`config.mk`:
```
export PLATFORM = sky130hd
export DESIGN_NAME = first_separator_prefix_length_flat
export DESIGN_NICKNAME = d
export VERILOG_FILES = /design/src/sv/fsp_pkg.sv /design/src/sv/fsp_if.sv /design/src/sv/first_separator_prefix_length.sv /design/src/sv/fsp_cell.sv /design/src/sv/fsp_window.sv /design/src/flat_wrapper.sv
export SDC_FILE = /design/constraint.sdc
export NUM_CORES = 1
export LEC_CHECK = 0
export CAP_MARGIN = 30
export CORE_UTILIZATION = 29
export CTS_CLUSTER_SIZE = 28
export DETAILED_ROUTE_END_ITERATION = 8
export DONT_BUFFER_PORTS = 1
export PLACE_DENSITY = 0.51
export SLEW_MARGIN = 20
export SYNTH_ARGS = -nofsm -noshare
export SYNTH_HDL_FRONTEND = slang
export SYNTH_SLANG_ARGS = --single-unit
```
`constraint.sdc`:
```
create_clock -name clk -period 22 [get_ports clk]
set_clock_uncertainty 0.1 [all_clocks]
set_input_delay 3.3 -clock clk [delete_from_list [all_inputs] [get_ports clk]]
set_output_delay 3.3 -clock clk [all_outputs]
set_load 0.01 [all_outputs]
```
`src/sv/fsp_pkg.sv`:
```
`timescale 1ns / 1ps

package fsp_pkg;

  localparam int MAX_SEP = 8;
  localparam int MAX_LEN = 65536;

  localparam int BYTE_W     = 8;
  localparam int SEP_W      = 64;
  localparam int LEN_W      = 4;
  localparam int PLEN_W     = 17;
  localparam int CNT_W      = $clog2(MAX_LEN + 1);
  localparam int WIN_DEPTH  = MAX_SEP - 1;
  localparam int WIN_SLOTS  = (WIN_DEPTH > 0) ? WIN_DEPTH : 1;
  localparam int SEP_IDX_W  = (MAX_SEP > 1) ? $clog2(MAX_SEP) : 1;
  localparam int CFG_IDX_W  = 1;

  typedef enum logic [CFG_IDX_W-1:0] {
    REG_SEP_BYTES = 1'b0,
    REG_SEP_LEN   = 1'b1
  } cfg_reg_t;

  typedef struct packed {
    logic              shift;
    logic [BYTE_W-1:0] cur;
  } fsp_win_ctrl_t;

  typedef struct packed {
    logic [PLEN_W-1:0] prefix_len;
    logic              found;
    logic              too_long;
  } fsp_res_t;

  function automatic logic [BYTE_W-1:0] sep_byte(input logic [SEP_W-1:0] sep,
                                                 input logic [SEP_IDX_W-1:0] k);
    sep_byte = sep[BYTE_W*k +: BYTE_W];
  endfunction

endpackage

```
`src/sv/fsp_if.sv`:
```
`timescale 1ns / 1ps

interface fsp_in_if import fsp_pkg::*; ();
  logic              valid;
  logic              ready;
  logic [BYTE_W-1:0] text_byte;
  logic              no_byte;
  logic              last;

  modport source (output valid, output text_byte, output no_byte, output last,
                  input ready);
  modport sink (input valid, input text_byte, input no_byte, input last,
                output ready);
endinterface

interface fsp_out_if import fsp_pkg::*; ();
  logic              valid;
  logic              ready;
  logic [PLEN_W-1:0] prefix_len;
  logic              found;
  logic              too_long;

  modport source (output valid, output prefix_len, output found, output too_long,
                  input ready);
  modport sink (input valid, input prefix_len, input found, input too_long,
                output ready);
endinterface

```
`src/sv/first_separator_prefix_length.sv`:
```
`timescale 1ns / 1ps

// First separator prefix length.
// in_ch carries one text byte per transfer (no_byte marks an item without a
// byte, last closes the text). After the transfer carrying last, one result
// (prefix_len, found, too_long) is registered and presented on out_ch.
// Every separator alignment is checked at once against a chain of byte
// cells, so one item is taken per cycle while in_ch.ready is high, with no gap between texts.
// The separator is set through cfg_we / cfg_idx / cfg_wdata: index 0 holds
// the separator bytes (byte k in bits 8k+7:8k), index 1 the length 0..15 (above 8 acts as 8).
// Result path: an output register plus one skid entry. Items keep flowing
// while a result waits; in_ch.ready drops only once both result slots are
// full, i.e. a second text has ended while the first result is unread.
// Reset (synchronous, rst_n low) clears the separator to empty, the count,
// the match record and both result slots. The byte window is not cleared;
// the byte count guards every read of it.
module first_separator_prefix_length import fsp_pkg::*; (
  input  logic                 clk,
  input  logic                 rst_n,
  fsp_in_if.sink               in_ch,
  fsp_out_if.source            out_ch,
  input  logic                 cfg_we,
  input  logic [CFG_IDX_W-1:0] cfg_idx,
  input  logic [SEP_W-1:0]     cfg_wdata
);

  logic [SEP_W-1:0] sep_r;
  logic [LEN_W-1:0] sep_len_r;
  logic [LEN_W-1:0] n;

  logic [CNT_W-1:0] cnt_r, cnt_nxt;
  logic [CNT_W-1:0] pos_r, pos_nxt;
  logic             seen_r, seen_nxt;
  logic             ovf_r, ovf_nxt;

  logic             in_fire;
  logic             push;
  logic             res_fire;
  logic             tail_match;
  logic [CNT_W:0]   cnt_p1;
  fsp_win_ctrl_t    win_ctrl;
  fsp_res_t         res;

  fsp_res_t         out_r, out_nxt;
  fsp_res_t         pend_r, pend_nxt;
  logic             out_valid_r, out_valid_nxt;
  logic             pend_valid_r, pend_valid_nxt;

  always_ff @(posedge clk) begin
    if (!rst_n) begin
      sep_r     <= '0;
      sep_len_r <= '0;
    end else if (cfg_we) begin
      case (cfg_reg_t'(cfg_idx))
        REG_SEP_BYTES: sep_r     <= cfg_wdata;
        REG_SEP_LEN:   sep_len_r <= cfg_wdata[LEN_W-1:0];
        default: ;
      endcase
    end
  end

  assign n = (sep_len_r > LEN_W'(MAX_SEP)) ? LEN_W'(MAX_SEP) : sep_len_r;

  assign in_ch.ready = !pend_valid_r;
  assign in_fire     = in_ch.valid && in_ch.ready;
  assign push        = in_fire && !in_ch.no_byte;
  assign res_fire    = in_fire && in_ch.last;

  assign win_ctrl.shift = push;
  assign win_ctrl.cur   = in_ch.text_byte;

  fsp_window u_window (
    .clk        (clk),
    .ctrl       (win_ctrl),
    .n          (n),
    .sep        (sep_r),
    .tail_match (tail_match)
  );

  always_comb begin
    cnt_nxt  = cnt_r;
    pos_nxt  = pos_r;
    seen_nxt = seen_r;
    ovf_nxt  = ovf_r;
    cnt_p1   = {1'b0, cnt_r} + (CNT_W+1)'(1);
    if (push) begin
      if (cnt_r >= CNT_W'(MAX_LEN)) begin
        ovf_nxt = 1'b1;
      end else begin
        if (!seen_r && (n != '0) && (cnt_p1 >= (CNT_W+1)'(n)) && tail_match) begin
          seen_nxt = 1'b1;
          pos_nxt  = CNT_W'(cnt_p1 - (CNT_W+1)'(n));
        end
        cnt_nxt = cnt_p1[CNT_W-1:0];
      end
    end

    if (n == '0) begin
      res.found      = 1'b1;
      res.prefix_len = '0;
    end else if (seen_nxt) begin
      res.found      = 1'b1;
      res.prefix_len = PLEN_W'(pos_nxt);
    end else begin
      res.found      = 1'b0;
      res.prefix_len = PLEN_W'(cnt_nxt);
    end
    res.too_long = ovf_nxt;

    // Text closed: per-text state starts over.
    if (res_fire) begin
      cnt_nxt  = '0;
      pos_nxt  = '0;
      seen_nxt = 1'b0;
      ovf_nxt  = 1'b0;
    end
  end

  always_ff @(posedge clk) begin
    if (!rst_n) begin
      cnt_r  <= '0;
      pos_r  <= '0;
      seen_r <= 1'b0;
      ovf_r  <= 1'b0;
    end else begin
      cnt_r  <= cnt_nxt;
      pos_r  <= pos_nxt;
      seen_r <= seen_nxt;
      ovf_r  <= ovf_nxt;
    end
  end

  // Output register with one skid entry behind it.
  always_comb begin
    out_nxt        = out_r;
    pend_nxt       = pend_r;
    out_valid_nxt  = out_valid_r;
    pend_valid_nxt = pend_valid_r;
    if (!out_valid_r || out_ch.ready) begin
      if (pend_valid_r) begin
        out_nxt        = pend_r;
        out_valid_nxt  = 1'b1;
        pend_valid_nxt = 1'b0;
      end else begin
        out_nxt       = res;
        out_valid_nxt = res_fire;
      end
    end else if (res_fire) begin
      pend_nxt       = res;
      pend_valid_nxt = 1'b1;
    end
  end

  always_ff @(posedge clk) begin
    if (!rst_n) begin
      out_valid_r  <= 1'b0;
      pend_valid_r <= 1'b0;
    end else begin
      out_valid_r  <= out_valid_nxt;
      pend_valid_r <= pend_valid_nxt;
    end
  end

  always_ff @(posedge clk) begin
    out_r  <= out_nxt;
    pend_r <= pend_nxt;
  end

  assign out_ch.valid      = out_valid_r;
  assign out_ch.prefix_len = out_r.prefix_len;
  assign out_ch.found      = out_r.found;
  assign out_ch.too_long   = out_r.too_long;

endmodule

```
`src/sv/fsp_cell.sv`:
```
`timescale 1ns / 1ps

module fsp_cell import fsp_pkg::*; (
  input  logic                 clk,
  input  logic                 shift,
  input  logic [BYTE_W-1:0]    din,
  input  logic [SEP_IDX_W-1:0] idx,
  input  logic [LEN_W-1:0]     n,
  input  logic [SEP_W-1:0]     sep,
  output logic [BYTE_W-1:0]    dout,
  output logic                 eq
);

  logic [BYTE_W-1:0] byte_r;
  logic [LEN_W:0]    need;
  logic [LEN_W:0]    k;

  always_ff @(posedge clk) begin
    if (shift) begin
      byte_r <= din;
    end
  end

  // This cell holds the byte idx+1 places back; it lines up with
  // separator byte n-2-idx, or lies outside the separator entirely.
  always_comb begin
    need = (LEN_W+1)'(idx) + (LEN_W+1)'(2);
    k    = {1'b0, n} - need;
    if (need > {1'b0, n}) begin
      eq = 1'b1;
    end else begin
      eq = (byte_r == sep_byte(sep, k[SEP_IDX_W-1:0]));
    end
  end

  assign dout = byte_r;

endmodule

```
`src/sv/fsp_window.sv`:
```
`timescale 1ns / 1ps

module fsp_window import fsp_pkg::*; (
  input  logic             clk,
  input  fsp_win_ctrl_t    ctrl,
  input  logic [LEN_W-1:0] n,
  input  logic [SEP_W-1:0] sep,
  output logic             tail_match
);

  logic [WIN_SLOTS-1:0] eq;
  logic [BYTE_W-1:0]    chain [WIN_SLOTS];
  logic [LEN_W-1:0]     n_m1;
  logic                 cur_eq;

  generate
    if (WIN_DEPTH == 0) begin : g_no_win
      assign eq       = '1;
      assign chain[0] = ctrl.cur;
    end else begin : g_win
      for (genvar j = 0; j < WIN_DEPTH; j++) begin : g_cell
        logic [BYTE_W-1:0] din;
        if (j == 0) begin : g_head
          assign din = ctrl.cur;
        end else begin : g_body
          assign din = chain[j-1];
        end
        fsp_cell u_cell (
          .clk   (clk),
          .shift (ctrl.shift),
          .din   (din),
          .idx   (SEP_IDX_W'(j)),
          .n     (n),
          .sep   (sep),
          .dout  (chain[j]),
          .eq    (eq[j])
        );
      end
    end
  endgenerate

  // Newest byte lines up with the separator's final byte.
  always_comb begin
    n_m1   = n - LEN_W'(1);
    cur_eq = (ctrl.cur == sep_byte(sep, n_m1[SEP_IDX_W-1:0]));
  end

  assign tail_match = cur_eq && (&eq);

endmodule

```
`src/flat_wrapper.sv`:
```
// flat-port wrapper written by rule: the top's interface ports become plain ports
module first_separator_prefix_length_flat import fsp_pkg::*;
  (clk, rst_n, cfg_we, cfg_idx, cfg_wdata, in_ch_valid, in_ch_text_byte, in_ch_no_byte, in_ch_last, in_ch_ready, out_ch_valid, out_ch_prefix_len, out_ch_found, out_ch_too_long, out_ch_ready);
  fsp_in_if in_ch_i ();
  fsp_out_if out_ch_i ();
  input  logic clk;
  input  logic rst_n;
  input  logic cfg_we;
  input  logic [CFG_IDX_W-1:0] cfg_idx;
  input  logic [SEP_W-1:0] cfg_wdata;
  input wire logic [$bits(in_ch_i.valid)-1:0] in_ch_valid;
  input wire logic [$bits(in_ch_i.text_byte)-1:0] in_ch_text_byte;
  input wire logic [$bits(in_ch_i.no_byte)-1:0] in_ch_no_byte;
  input wire logic [$bits(in_ch_i.last)-1:0] in_ch_last;
  output wire logic [$bits(in_ch_i.ready)-1:0] in_ch_ready;
  output wire logic [$bits(out_ch_i.valid)-1:0] out_ch_valid;
  output wire logic [$bits(out_ch_i.prefix_len)-1:0] out_ch_prefix_len;
  output wire logic [$bits(out_ch_i.found)-1:0] out_ch_found;
  output wire logic [$bits(out_ch_i.too_long)-1:0] out_ch_too_long;
  input wire logic [$bits(out_ch_i.ready)-1:0] out_ch_ready;
  assign in_ch_i.valid = in_ch_valid;
  assign in_ch_i.text_byte = in_ch_text_byte;
  assign in_ch_i.no_byte = in_ch_no_byte;
  assign in_ch_i.last = in_ch_last;
  assign in_ch_ready = in_ch_i.ready;
  assign out_ch_valid = out_ch_i.valid;
  assign out_ch_prefix_len = out_ch_i.prefix_len;
  assign out_ch_found = out_ch_i.found;
  assign out_ch_too_long = out_ch_i.too_long;
  assign out_ch_i.ready = out_ch_ready;
  first_separator_prefix_length u_core (.clk(clk), .rst_n(rst_n), .in_ch(in_ch_i), .out_ch(out_ch_i), .cfg_we(cfg_we), .cfg_idx(cfg_idx), .cfg_wdata(cfg_wdata));
endmodule
```
* Yosys cells after proc, flatten, opt, wreduce, memory -nomap -nowiden *
Index checks and enable logic that the tools add are counted.

word-level totals
  register bits after elaboration = 200
  bits of input ports = 80
  output and inout bits = 21

cells by class
  $add $sub $neg = 10
  $lt $le $gt $ge = 10
  equality and inequality tests = 8
  shift operators = 8
  multiplexer cells = 22
  bitwise gates (word level) = 3
  reductions and logical operators = 20

operator list
  operator                                                                         number
  64-bit by 7-bit variable part select with 8-bit output                           8
  17-bit two-way mux                                                               5
  8-bit equality test                                                              8
  18-bit two-way mux                                                               2
  19-bit two-way mux                                                               1
  17-bit by 1-bit adder with 18-bit output (second input constant)                 1
  18-bit by 4-bit greater-or-equal comparator with 1-bit output                    1
  17-bit greater-or-equal comparator (second input constant)                       1
  17-bit by 4-bit subtractor with 17-bit output                                    1
  3-bit by 4-bit greater-than comparator with 1-bit output (first input constant)  4
  1-bit two-way mux                                                                13
  3-bit subtractor (second input constant)                                         4
  2-bit by 4-bit greater-than comparator with 1-bit output (first input constant)  2
  1-bit logical AND                                                                7
  7-bit AND reduction                                                              1
  2-bit AND reduction                                                              3
  3-bit by 1-bit subtractor with 3-bit output (second input constant)              2
  3-bit by 2-bit subtractor with 3-bit output (second input constant)              2
  4-bit greater-than comparator (first input constant)                             1
  4-bit greater-than comparator (second input constant)                            1
  1-bit logical NOT                                                                4
  4-bit logical NOT                                                                1
  4-bit two-way mux                                                                1
  4-bit nonzero test                                                               1
  other kinds (3)                                                                  6

* Depth between registers and ports, before layout *
Gate-level depths: netlist of run 1.

  depth after elaboration = 15
  mapped depth = 21
  gate-level depth less buffers = 14

* Modules after synthesis *
From an unflattened synthesis of run 1, not the netlist that was laid out.

unflattened totals
  cells, all modules = 1278
  area, all modules = 14691.6 µm²

by module, submodules not included
  module                                                  instances  cells each  area each (µm²)  seq. area each (µm²)
  first_separator_prefix_length                           1          723         6706.4           3263.1
  fsp_cell at u_core.u_window.g_win.g_cell[0].u_cell ...  6          70          1027.2           240.2
  fsp_cell at u_core.u_window.g_win.g_cell[5].u_cell      1          70          1014.7           240.2
  fsp_window                                              1          65          807.0            0.0

* Worst setup path before layout of run 1 *
OpenSTA, ideal clock, no wires.

  path type = input port to flip-flop
  from = in in_ch_no_byte
  to = reg u_core.out_r, in the netlist u_core.out_ch.prefix_len[13], data pin
  data arrival time = 9509 ps
  data required time = 21630 ps
  slack = 12122 ps
  stages = 11
  cell sequence = nor3b_1 nor2b_1 o2111a_1 o211ai_1 nor4b_1 o2111a_1 and3_1 buf_4 buf_6 mux2i_1 o31ai_1

between the ends
  cells in the longest elaborated chain, start to end = 6
  elaborated cells between the ends (all ways) = 8
  classes of those cells = 6 x mux; 2 x reduce/logical

ends and longest elaborated chain
  element                                                  RTL line                              source
  start, declared                                          flat_wrapper.sv:13                    input wire logic [$bits(in_ch_i.no_byte)-1:0] in_ch_no_byte;
  1-bit logical NOT *                                      first_separator_prefix_length.sv:66   assign push = in_fire && !in_ch.no_byte;
  1-bit logical AND *                                      first_separator_prefix_length.sv:66
  17-bit two-way mux or 1-bit two-way mux (tied branches)  first_separator_prefix_length.sv:86   if (push) begin
  18-bit two-way mux *                                     first_separator_prefix_length.sv:101  end else if (seen_nxt) begin
  18-bit two-way mux *                                     first_separator_prefix_length.sv:98   if (n == '0) begin
  19-bit two-way mux *                                     first_separator_prefix_length.sv:140  if (pend_valid_r) begin
  end signal, assigned                                     first_separator_prefix_length.sv:165  out_r <= out_nxt;
  end, declared                                            first_separator_prefix_length.sv:44   fsp_res_t out_r, out_nxt;

Mark *: on every way between the ends. The rest lies on a longest branch, timed or not.
A chain may end at the register's enable or synchronous reset.

* Final worst setup path of run 1 *
  from = reg u_core.sep_len_r[3]
  to = reg u_core.out_r, in the netlist u_core.out_ch.prefix_len[3], data pin

between the ends
  cells in the longest elaborated chain, start to end = 15
  elaborated cells between the ends (all ways) = 58
  classes of those cells = 9 x add/sub; 9 x order compare; 8 x eq/ne; 8 x shift; 17 x mux; 7 x reduce/logical

ends and longest elaborated chain
  element                                                              RTL line                              source
  start, declared                                                      first_separator_prefix_length.sv:28   logic [LEN_W-1:0] sep_len_r;
  start signal, assigned                                               first_separator_prefix_length.sv:56   REG_SEP_LEN: sep_len_r <= cfg_wdata[LEN_W-1:0];
  4-bit greater-than comparator                                        first_separator_prefix_length.sv:62   assign n = (sep_len_r > LEN_W'(MAX_SEP)) ? LEN_W'(MAX_SEP) : sep_len_r;
  4-bit two-way mux *                                                  first_separator_prefix_length.sv:62
  3-bit by 2-bit subtractor with 3-bit output (tied with other cells)  fsp_cell.sv:28                        k = {1'b0, n} - need;
  64-bit by 7-bit variable part select with 8-bit output               fsp_pkg.sv:36                         sep_byte = sep[BYTE_W*k +: BYTE_W];
  8-bit equality test                                                  fsp_cell.sv:32                        eq = (byte_r == sep_byte(sep, k[SEP_IDX_W-1:0]));
  1-bit two-way mux                                                    fsp_cell.sv:29                        if (need > {1'b0, n}) begin
  7-bit AND reduction                                                  fsp_window.sv:48                      assign tail_match = cur_eq && (&eq);
  1-bit logical AND                                                    fsp_window.sv:48
  1-bit logical AND                                                    first_separator_prefix_length.sv:90   if (!seen_r && (n != '0) && (cnt_p1 >= (CNT_W+1)'(n)) && tail_match) begin
  17-bit two-way mux or 1-bit two-way mux (tied branches)              first_separator_prefix_length.sv:90
  17-bit two-way mux or 1-bit two-way mux (tied branches)              first_separator_prefix_length.sv:87   if (cnt_r >= CNT_W'(MAX_LEN)) begin
  17-bit two-way mux or 1-bit two-way mux (tied branches)              first_separator_prefix_length.sv:86
  18-bit two-way mux                                                   first_separator_prefix_length.sv:101
  18-bit two-way mux *                                                 first_separator_prefix_length.sv:98
  19-bit two-way mux *                                                 first_separator_prefix_length.sv:140

Marked as above.

==> impl_metrics.toml, run 1 <==
[status]
status = "finished clean"

[timing]
rsz0062_at_grt = "false"
tightest_slew_ns = 0.9284
post-route-min-period_ns = 6.469
setup_viol = 0
setup-tns-final_ns = 0
fin_crit_sh = 0.2940
final_hold_viol_count = 0
slew_violations = 0
max_freq_mhz = 154.6
max_slew_margin = 0.3651

[logic_synthesis]
synth_nets = 1517
synth_warnings = 0
yosysUniqueCellTypes = 85
synth_edf_count = 94
synth_seq_area_share = 0.3626
syn_area_per_cell_sq_um = 9.550
synthArstFlopShare = 0
postSynthCellCount = 1428
synthFlopType = "dfxtp_1"
synth_area_sq_um = 13640
ys_ff_latch = 200

[routing]
drtIter0Drc = 1166
drtPass1Iterations = 5
drc = 0
antenna_left = 0
detail_route.wl_per_cell_um = 22.48
via_per_inst = 5.661
vias = 11160
wl_um = 44300

[clock_network]
path_clk_slew_ns = 0.09
cts_setup_buffers = 0
cts_hold_buffers = 0
cts-root-buf = "clkbuf_16"
post_cts_resized = 0
cts_buffer_depth = 2
clock_sinks = 200
clk_latency_ns = 0.49
cts-htree-levels = 4
cts_made_buffers = 17
cts_tree = "done"

[grt]
grt_overflow = 0
grt_pass1_vias = 10340
grt_pass1_wl_um = 66230
antenna_found_initial = 0
grtUsageTotal = 0.1858
grt_max_degree = 72

[setup_path]
critPathLaunchType = "flip-flop"
arrival_ns = 6.60
crit_required_ns = 22.13
critPathKind = "reg2reg"
path_max_fanout = 54
r2r_setup_slack_ns = 15.53
crit_path_end_kind = "flip-flop"

[layout]
fin_area_sq_um = 14660
nFillCells = 4870
final_cell_mix = "nand2_1 (218), dfxtp_1 (104), mux2i_1 (101)"
drive_above_1_share = 0.1173
final_common_cell = "nand2_1"
num-nets-final = 1440
area_delta_synth_final_pct = 7.468
diodes = 0

[pwr]
finalPower_uw = 903.6
p_leak_nw = 4.835
irDropWorstVdd_v = 0.00005752
powerDensity_nw_per_um2 = 61.65

[place]
gp_congestion = 0.8722
placedInstanceArea_sq_um = 14050
dp_hpwl_um = 32020
io_buffers = 0

[run]
maxCapViolCount = 0

[floorplan]
chipHeight_um = 218.9
coreArea_sq_um = 46460
start_util = 0.2936
die_area_sq_um = 47900
num_rows = 79
ios = 101
die_x_um = 218.9

[min_path]
hp-class = "reg2reg"
[kinds of logic (layout without fill, tap and decap cells)]
kind of cell / after synthesis / in the layout / share of synthesized area
xor+xnor: 127 / 127 / 0.08294
simple gates: 461 / 461 / 0.1649
flops: 200 / 200 / 0.3626
compound gates: 314 / 314 / 0.1680
buf+inv: 149 / 85 / 0.04972
mux: 167 / 167 / 0.1629
fa+ha+maj: 10 / 10 / 0.008991
[path summary, 6_finish.rpt]
| kind | end | cells past startpoint | startpoint |
|---|---|---|---|
| setup / recovery | u_core.out_ch.prefix_len[3] | 15 | u_core.sep_len_r[3] |
| hold reg to reg | u_core.pos_r[11] | 2 | u_core.pos_r[11] |
| hold / removal | u_core.pos_r[11] | 2 | u_core.pos_r[11] |
| setup reg to reg | u_core.out_ch.prefix_len[3] | 15 | u_core.sep_len_r[3] |
[cell usage after synthesis, types with 5 or more instances]
master	n	area (sq um)
a211oi_1	9	67.56
a21boi_0	69	518.0
a21oi_1	50	250.2
a221oi_1	8	70.07
a22oi_1	16	120.1
a2bb2oi_1	10	87.58
a31oi_1	7	43.79
a32oi_1	7	61.31
and2_1	5	31.28
and3_1	9	56.30
buf_1	12	45.04
buf_2	34	170.2
buf_4	12	90.09
clkbuf_1	58	217.7
clkbuf_2	5	25.02
dfxtp_1	106	2122
edfxtp_1	94	2823
ha_1	9	112.6
inv_1	20	75.07
mux2_2	23	259.0
mux2i_1	101	1011
mux4_2	41	923.4
nand2_1	218	818.3
nand2b_1	20	125.1
nand3_1	30	150.1
nand4_1	25	156.4
nor2_1	50	187.7
nor2b_1	26	162.7
nor3_1	25	125.1
nor3b_1	13	97.59
nor4_1	7	43.79
o2111ai_1	6	52.55
o211ai_1	25	187.7
o21ai_0	26	130.1
o221ai_1	22	192.7
o22ai_1	9	56.30
o31ai_1	11	82.58
or2_2	7	43.79
or3_1	5	31.28
xnor2_1	69	604.3
xor2_1	57	499.2
[per-stage QoR]
step	instances	hold WS [ns]	util	setup slack [ns]
finish	1971	0.3607	0.3155	15.53
global placement	1939	0.3391	0.3025	15.17
global route	1971	0.3832	0.3155	15.12
detailed placement	1939	0.3491	0.3025	15.11
floorplan	1428	0.3244	-	12.12
CTS	1971	0.3644	0.3155	15.50
[power breakdown]
part,switching (mW),internal [mW]
clock network,0.172,0.154
logic,0.0932,0.0624
registers,0.0213,0.401
[critical path: stages (launching register included)]
cell and delay (ns):
dfxtp_1 0.31, buf_4 0.44, and2b_2 0.31, inv_4 0.59
ha_1 0.48, xnor2_4 0.26, buf_4 0.37, mux4_2 0.55
xnor2_1 0.14, nor4_1 0.37, nand3_1 0.16, o31ai_2 0.26
nor2b_1 0.62, nand3_4 0.48, nand2_1 0.52, o211ai_1 0.18
[layout make-up]
type,count,area (sq um),share of cell area
Sequential cell,200,4947,0.3375
Inverter,25,96.34,0.006573
Clock buffer,17,425.4,0.02903
Timing Repair Buffer,28,210.2,0.01434
Multi-Input combinational cell,1079,8039,0.5485
Tap cell,607,759.5,0.05182
Clock inverter,15,178.9,0.01221
[registers in the layout (all words and copies together) (netlist names), 4 cells and up]
name                                      count
u_core.sep_r                                 64
u_core.u_window.g_win.g_cell.u_cell.dout     56
u_core.pend_r                                19
u_core.cnt_r                                 17
u_core.out_ch.prefix_len                     17
u_core.pos_r                                 17
u_core.sep_len_r                              4
[layer usage]
metal	track usage	vias to the layer above	wire length, um
met5	0	-	0
met4	0.05949	0	931
met3	0.04324	48	3677
met2	0.2688	486	19040
met1	0.2693	5529	20650
li1	-	5094	-
(Power assumes the default switching activity.)
==> inputs of run 2 (changes only) <==
==> constraint.sdc (replaced) <==
create_clock -name clk -period 6.09 [get_ports clk]
set_clock_uncertainty 0.1 [all_clocks]
set_input_delay 0.9135 -clock clk [delete_from_list [all_inputs] [get_ports clk]]
set_output_delay 0.9135 -clock clk [all_outputs]
set_load 0.01 [all_outputs]
==> impl_metrics.toml, run 2 (synthesis gave the netlist of run 1 again) <==
[clock_network]
path_clk_slew_ns = 0.08
cts-htree-levels = 4
cts_buffer_depth = 2
cts_tree = "done"
cts-root-buf = "clkbuf_16"
cts_hold_buffers = 0
post_cts_resized = 0
cts_setup_buffers = 0
clock_sinks = 200
cts_made_buffers = 17
clk_latency_ns = 0.48

[setup_path]
crit_path_end_kind = "flip-flop"
critPathLaunchType = "flip-flop"
critical-path-top-delay-family = "multiplexers"
path_buf_inv = 2
crit_path_max_incr_delay_ns = 0.86
arrival_ns = 5.67
cp_common_cell = "buf_4"
crit_required_ns = 6.23
critPathKind = "reg2reg"
slowest_stage = "mux2i_2"
worstPathCellList = "buf_4, nand2_1, mux2i_2, mux4_2, xnor2_1, nor4_1, nand4_1, a22oi_1, buf_4, and3_1, mux2i_1, a22o_1"
path_max_fanout = 46

[routing]
drc = 0
drtIter0Drc = 1319
via_per_inst = 5.613
antenna_left = 0
drtPass1Iterations = 5
wl_um = 45590
detail_route.wl_per_cell_um = 23.02
vias = 11120

[grt]
grtUsageTotal = 0.1930
grt_pass1_wl_um = 68080
grt_overflow = 0
grt.busiest_layer = "met2"
met2_usage = 0.2778
antenna_found_initial = 0
grt_max_degree = 72
grt_pass1_vias = 10380
use_met3 = 0.05336
use_met1 = 0.2730

[timing]
whs_ns = 0.3566
setup-tns-final_ns = 0
rsz0062_at_grt = "false"
post-route-min-period_ns = 5.526
max_freq_mhz = 181.0
setup_slack_ns = 0.5639
tightest_slew_ns = 1.014
final_hold_viol_count = 0
fin_crit_sh = 0.9074
setup_viol = 0
max_slew_margin = 0.3240
slew_violations = 0

[floorplan]
coreArea_sq_um = 46460
die_x_um = 218.9
die_area_sq_um = 47900
chipHeight_um = 218.9
ios = 101
num_rows = 79
start_util = 0.2936

[place]
io_buffers = 0
pre_cts_ws_ns = 0.6303
gp_congestion = 0.9340
place_inst = 1949
dp_hpwl_um = 33830
placedInstanceArea_sq_um = 14130

[layout]
regMostFlops = "u_core.sep_r"
fin_cells = 1981
nFillCells = 4832
drive_above_1_share = 0.1237
diodes = 0
postLayoutCoreUtil = 0.3173
largest_reg_flops = 64
final_cell_mix = "nand2_1 (218), dfxtp_1 (104), mux2i_1 (101)"
final_common_cell = "nand2_1"
area_delta_synth_final_pct = 8.083
num-nets-final = 1450
fin_area_sq_um = 14740

[pwr]
irDropWorstVdd_v = 0.0002218
powerDensity_nw_per_um2 = 221.8
p_leak_nw = 4.894
finalPower_mw = 3.269

[status]
status = "finished clean"

[min_path]
hp-class = "reg2reg"

[run]
maxCapViolCount = 0
run 2: path summary, 6_finish.rpt:
path,depth (start not counted),slack [ns],to,from
max,12,0.56,u_core.out_ch.prefix_len[2],u_core.sep_len_r[0]
min,2,0.36,u_core.pos_r[13],u_core.pos_r[13]
min reg2reg,2,0.36,u_core.pos_r[13],u_core.pos_r[13]
max reg2reg,12,0.56,u_core.out_ch.prefix_len[2],u_core.sep_len_r[0]
run 2: worst reg2reg max path, stage by stage (launching register included):
cell and delay [ns]:
dfxtp_2 0.34, buf_4 0.47, nand2_1 0.36, mux2i_2 0.86, mux4_2 0.63, xnor2_1 0.18, nor4_1 0.32, nand4_1 0.21
a22oi_1 0.31, buf_4 0.25, and3_1 0.69, mux2i_1 0.29, a22o_1 0.26
run 2: metal layers:
metal | vias up | share of wire
li1 | 5136 | -
met1 | 5414 | 0.46
met2 | 499 | 0.43
met3 | 71 | 0.085
met4 | 0 | 0.029
met5 | - | 0
run 2: power breakdown:
part	total [mW]	internal [mW]	switching (mW)	leakage, nW
clock network	1.18	0.606	0.570	0.299
registers	1.54	1.45	0.0905	1.77
logic	0.552	0.229	0.323	2.82
run 2: area by class of cell:
class | instances | area [sq um] | area share
Multi-Input combinational cell | 1079 | 8045 | 0.5458
Sequential cell | 200 | 4947 | 0.3356
Tap cell | 607 | 759.5 | 0.05152
Clock buffer | 18 | 450.4 | 0.03056
Timing Repair Buffer | 38 | 285.3 | 0.01935
Clock inverter | 14 | 156.4 | 0.01061
Inverter | 25 | 96.34 | 0.006536
==> inputs of run 3 (changes only) <==
--- a/config.mk
+++ b/config.mk
@@ -11,6 +11,7 @@
 export DETAILED_ROUTE_END_ITERATION = 8
 export DONT_BUFFER_PORTS = 1
 export PLACE_DENSITY = 0.51
+export REMOVE_ABC_BUFFERS = 1
 export SLEW_MARGIN = 20
 export SYNTH_ARGS = -nofsm -noshare
 export SYNTH_HDL_FRONTEND = slang
==> constraint.sdc (replaced) <==
create_clock -name clk -period 5.7 [get_ports clk]
set_clock_uncertainty 0.1 [all_clocks]
set_input_delay 0.855 -clock clk [delete_from_list [all_inputs] [get_ports clk]]
set_output_delay 0.855 -clock clk [all_outputs]
set_load 0.01 [all_outputs]
==> impl_metrics.toml, run 3 (synthesis gave the netlist of run 1 again) <==
[status]
status = "finished clean"

[routing]
via_per_inst = 5.598
drc = 0
drtIter0Drc = 1105
vias = 11140
wl_um = 44790
drtPass1Iterations = 5
detail_route.wl_per_cell_um = 22.51
antenna_left = 0

[grt]
antenna_found_initial = 0
grt_pass1_wl_um = 69720
grt_overflow = 0
grt_pass1_vias = 11060
grtUsageTotal = 0.1923
grt_max_degree = 72

[setup_path]
critPathLaunchType = "flip-flop"
crit_path_end_kind = "flip-flop"
critPathKind = "reg2reg"
path_max_fanout = 21
arrival_ns = 5.43
crit_required_ns = 5.80

[clock_network]
clk_latency_ns = 0.47
cts-htree-levels = 4
clock_sinks = 200
cts-root-buf = "clkbuf_16"
post_cts_resized = 0
cts_made_buffers = 17
cts_buffer_depth = 2
path_clk_slew_ns = 0.08
cts_hold_buffers = 0
cts_setup_buffers = 0
cts_tree = "done"

[layout]
nFillCells = 4764
final_cell_mix = "nand2_1 (218), dfxtp_1 (103), mux2i_1 (101)"
drive_above_1_share = 0.1294
area_delta_synth_final_pct = 8.367
fin_area_sq_um = 14780
diodes = 0
final_common_cell = "nand2_1"
regMostFlops = "u_core.sep_r"
num-nets-final = 1459
largest_reg_flops = 64
postLayoutCoreUtil = 0.3181

[timing]
tightest_slew_ns = 0.8544
post-route-min-period_ns = 5.333
fin_crit_sh = 0.9356
setup_slack_ns = 0.3669
max_slew_margin = 0.4293
slew_violations = 0
final_hold_viol_count = 0
setup-tns-final_ns = 0
rsz0062_at_grt = "false"
whs_ns = 0.3558
max_freq_mhz = 187.5
setup_viol = 0

[pwr]
powerDensity_nw_per_um2 = 233.1
irDropWorstVdd_v = 0.0001712
p_leak_nw = 4.910

[place]
placedInstanceArea_sq_um = 14210
io_buffers = 0
pre_cts_ws_ns = 0.5010
gp_congestion = 0.9280
dp_hpwl_um = 31680

[floorplan]
chipHeight_um = 218.9
die_area_sq_um = 47900
ios = 101
coreArea_sq_um = 46460
num_rows = 79
start_util = 0.2936
die_x_um = 218.9

[min_path]
hp-class = "reg2reg"

[run]
maxCapViolCount = 0
## run 3: area by class of cell
cell class	instances	area, sq um	share of cell area
tap	607	759.5	0.05139
sequential	200	4951	0.3350
clock buffer	18	429.2	0.02904
multi-input combinational	1079	8039	0.5439
timing repair buffer	47	365.4	0.02472
inverter	25	96.34	0.006519
clock inverter	14	138.9	0.009397
## run 3: worst paths after layout
path,from,slack [ns],end,cells past startpoint
hold / removal,u_core.pos_r[13],0.36,u_core.pos_r[13],2
setup reg to reg,u_core.sep_len_r[3],0.37,u_core.out_ch.prefix_len[14],14
hold reg to reg,u_core.pos_r[13],0.36,u_core.pos_r[13],2
setup / recovery,u_core.sep_len_r[3],0.37,u_core.out_ch.prefix_len[14],14
## run 3: routing by layer
metal  track usage  part of all wire  wire [um]
met3       0.05475             0.079       3533
met4       0.07106             0.027       1218
met2        0.2892              0.44      19850
met5             0                 0          0
met1        0.2598              0.45      20190
## run 3: report_power, final
group / leakage [nW] / switching [mW] / internal (mW)
clock network: 0.266 / 0.624 / 0.578
logic: 2.87 / 0.364 / 0.250
registers: 1.78 / 0.0807 / 1.55
## run 3: worst max-delay path: stages, from the launching register on
cell	delay (ns)
dfxtp_1	0.44
buf_12	0.21
nand2b_1	0.26
ha_1	0.67
inv_1	0.18
a2111oi_0	0.65
a2bb2oi_1	0.24
o22ai_1	0.11
xnor2_1	0.17
nor4_1	0.49
o21ai_0	0.27
nor2_4	0.31
nand3_4	0.26
nand2_1	0.49
o211ai_1	0.18
## run 3: metrics by stage
step | std cells | power (mW)
after floorplan | 1304 | 2.050
after global placement | 1958 | 2.261
after detailed placement | 1958 | 2.266
after CTS | 1990 | 3.486
after global routing | 1990 | 3.598
final | 1990 | 3.445
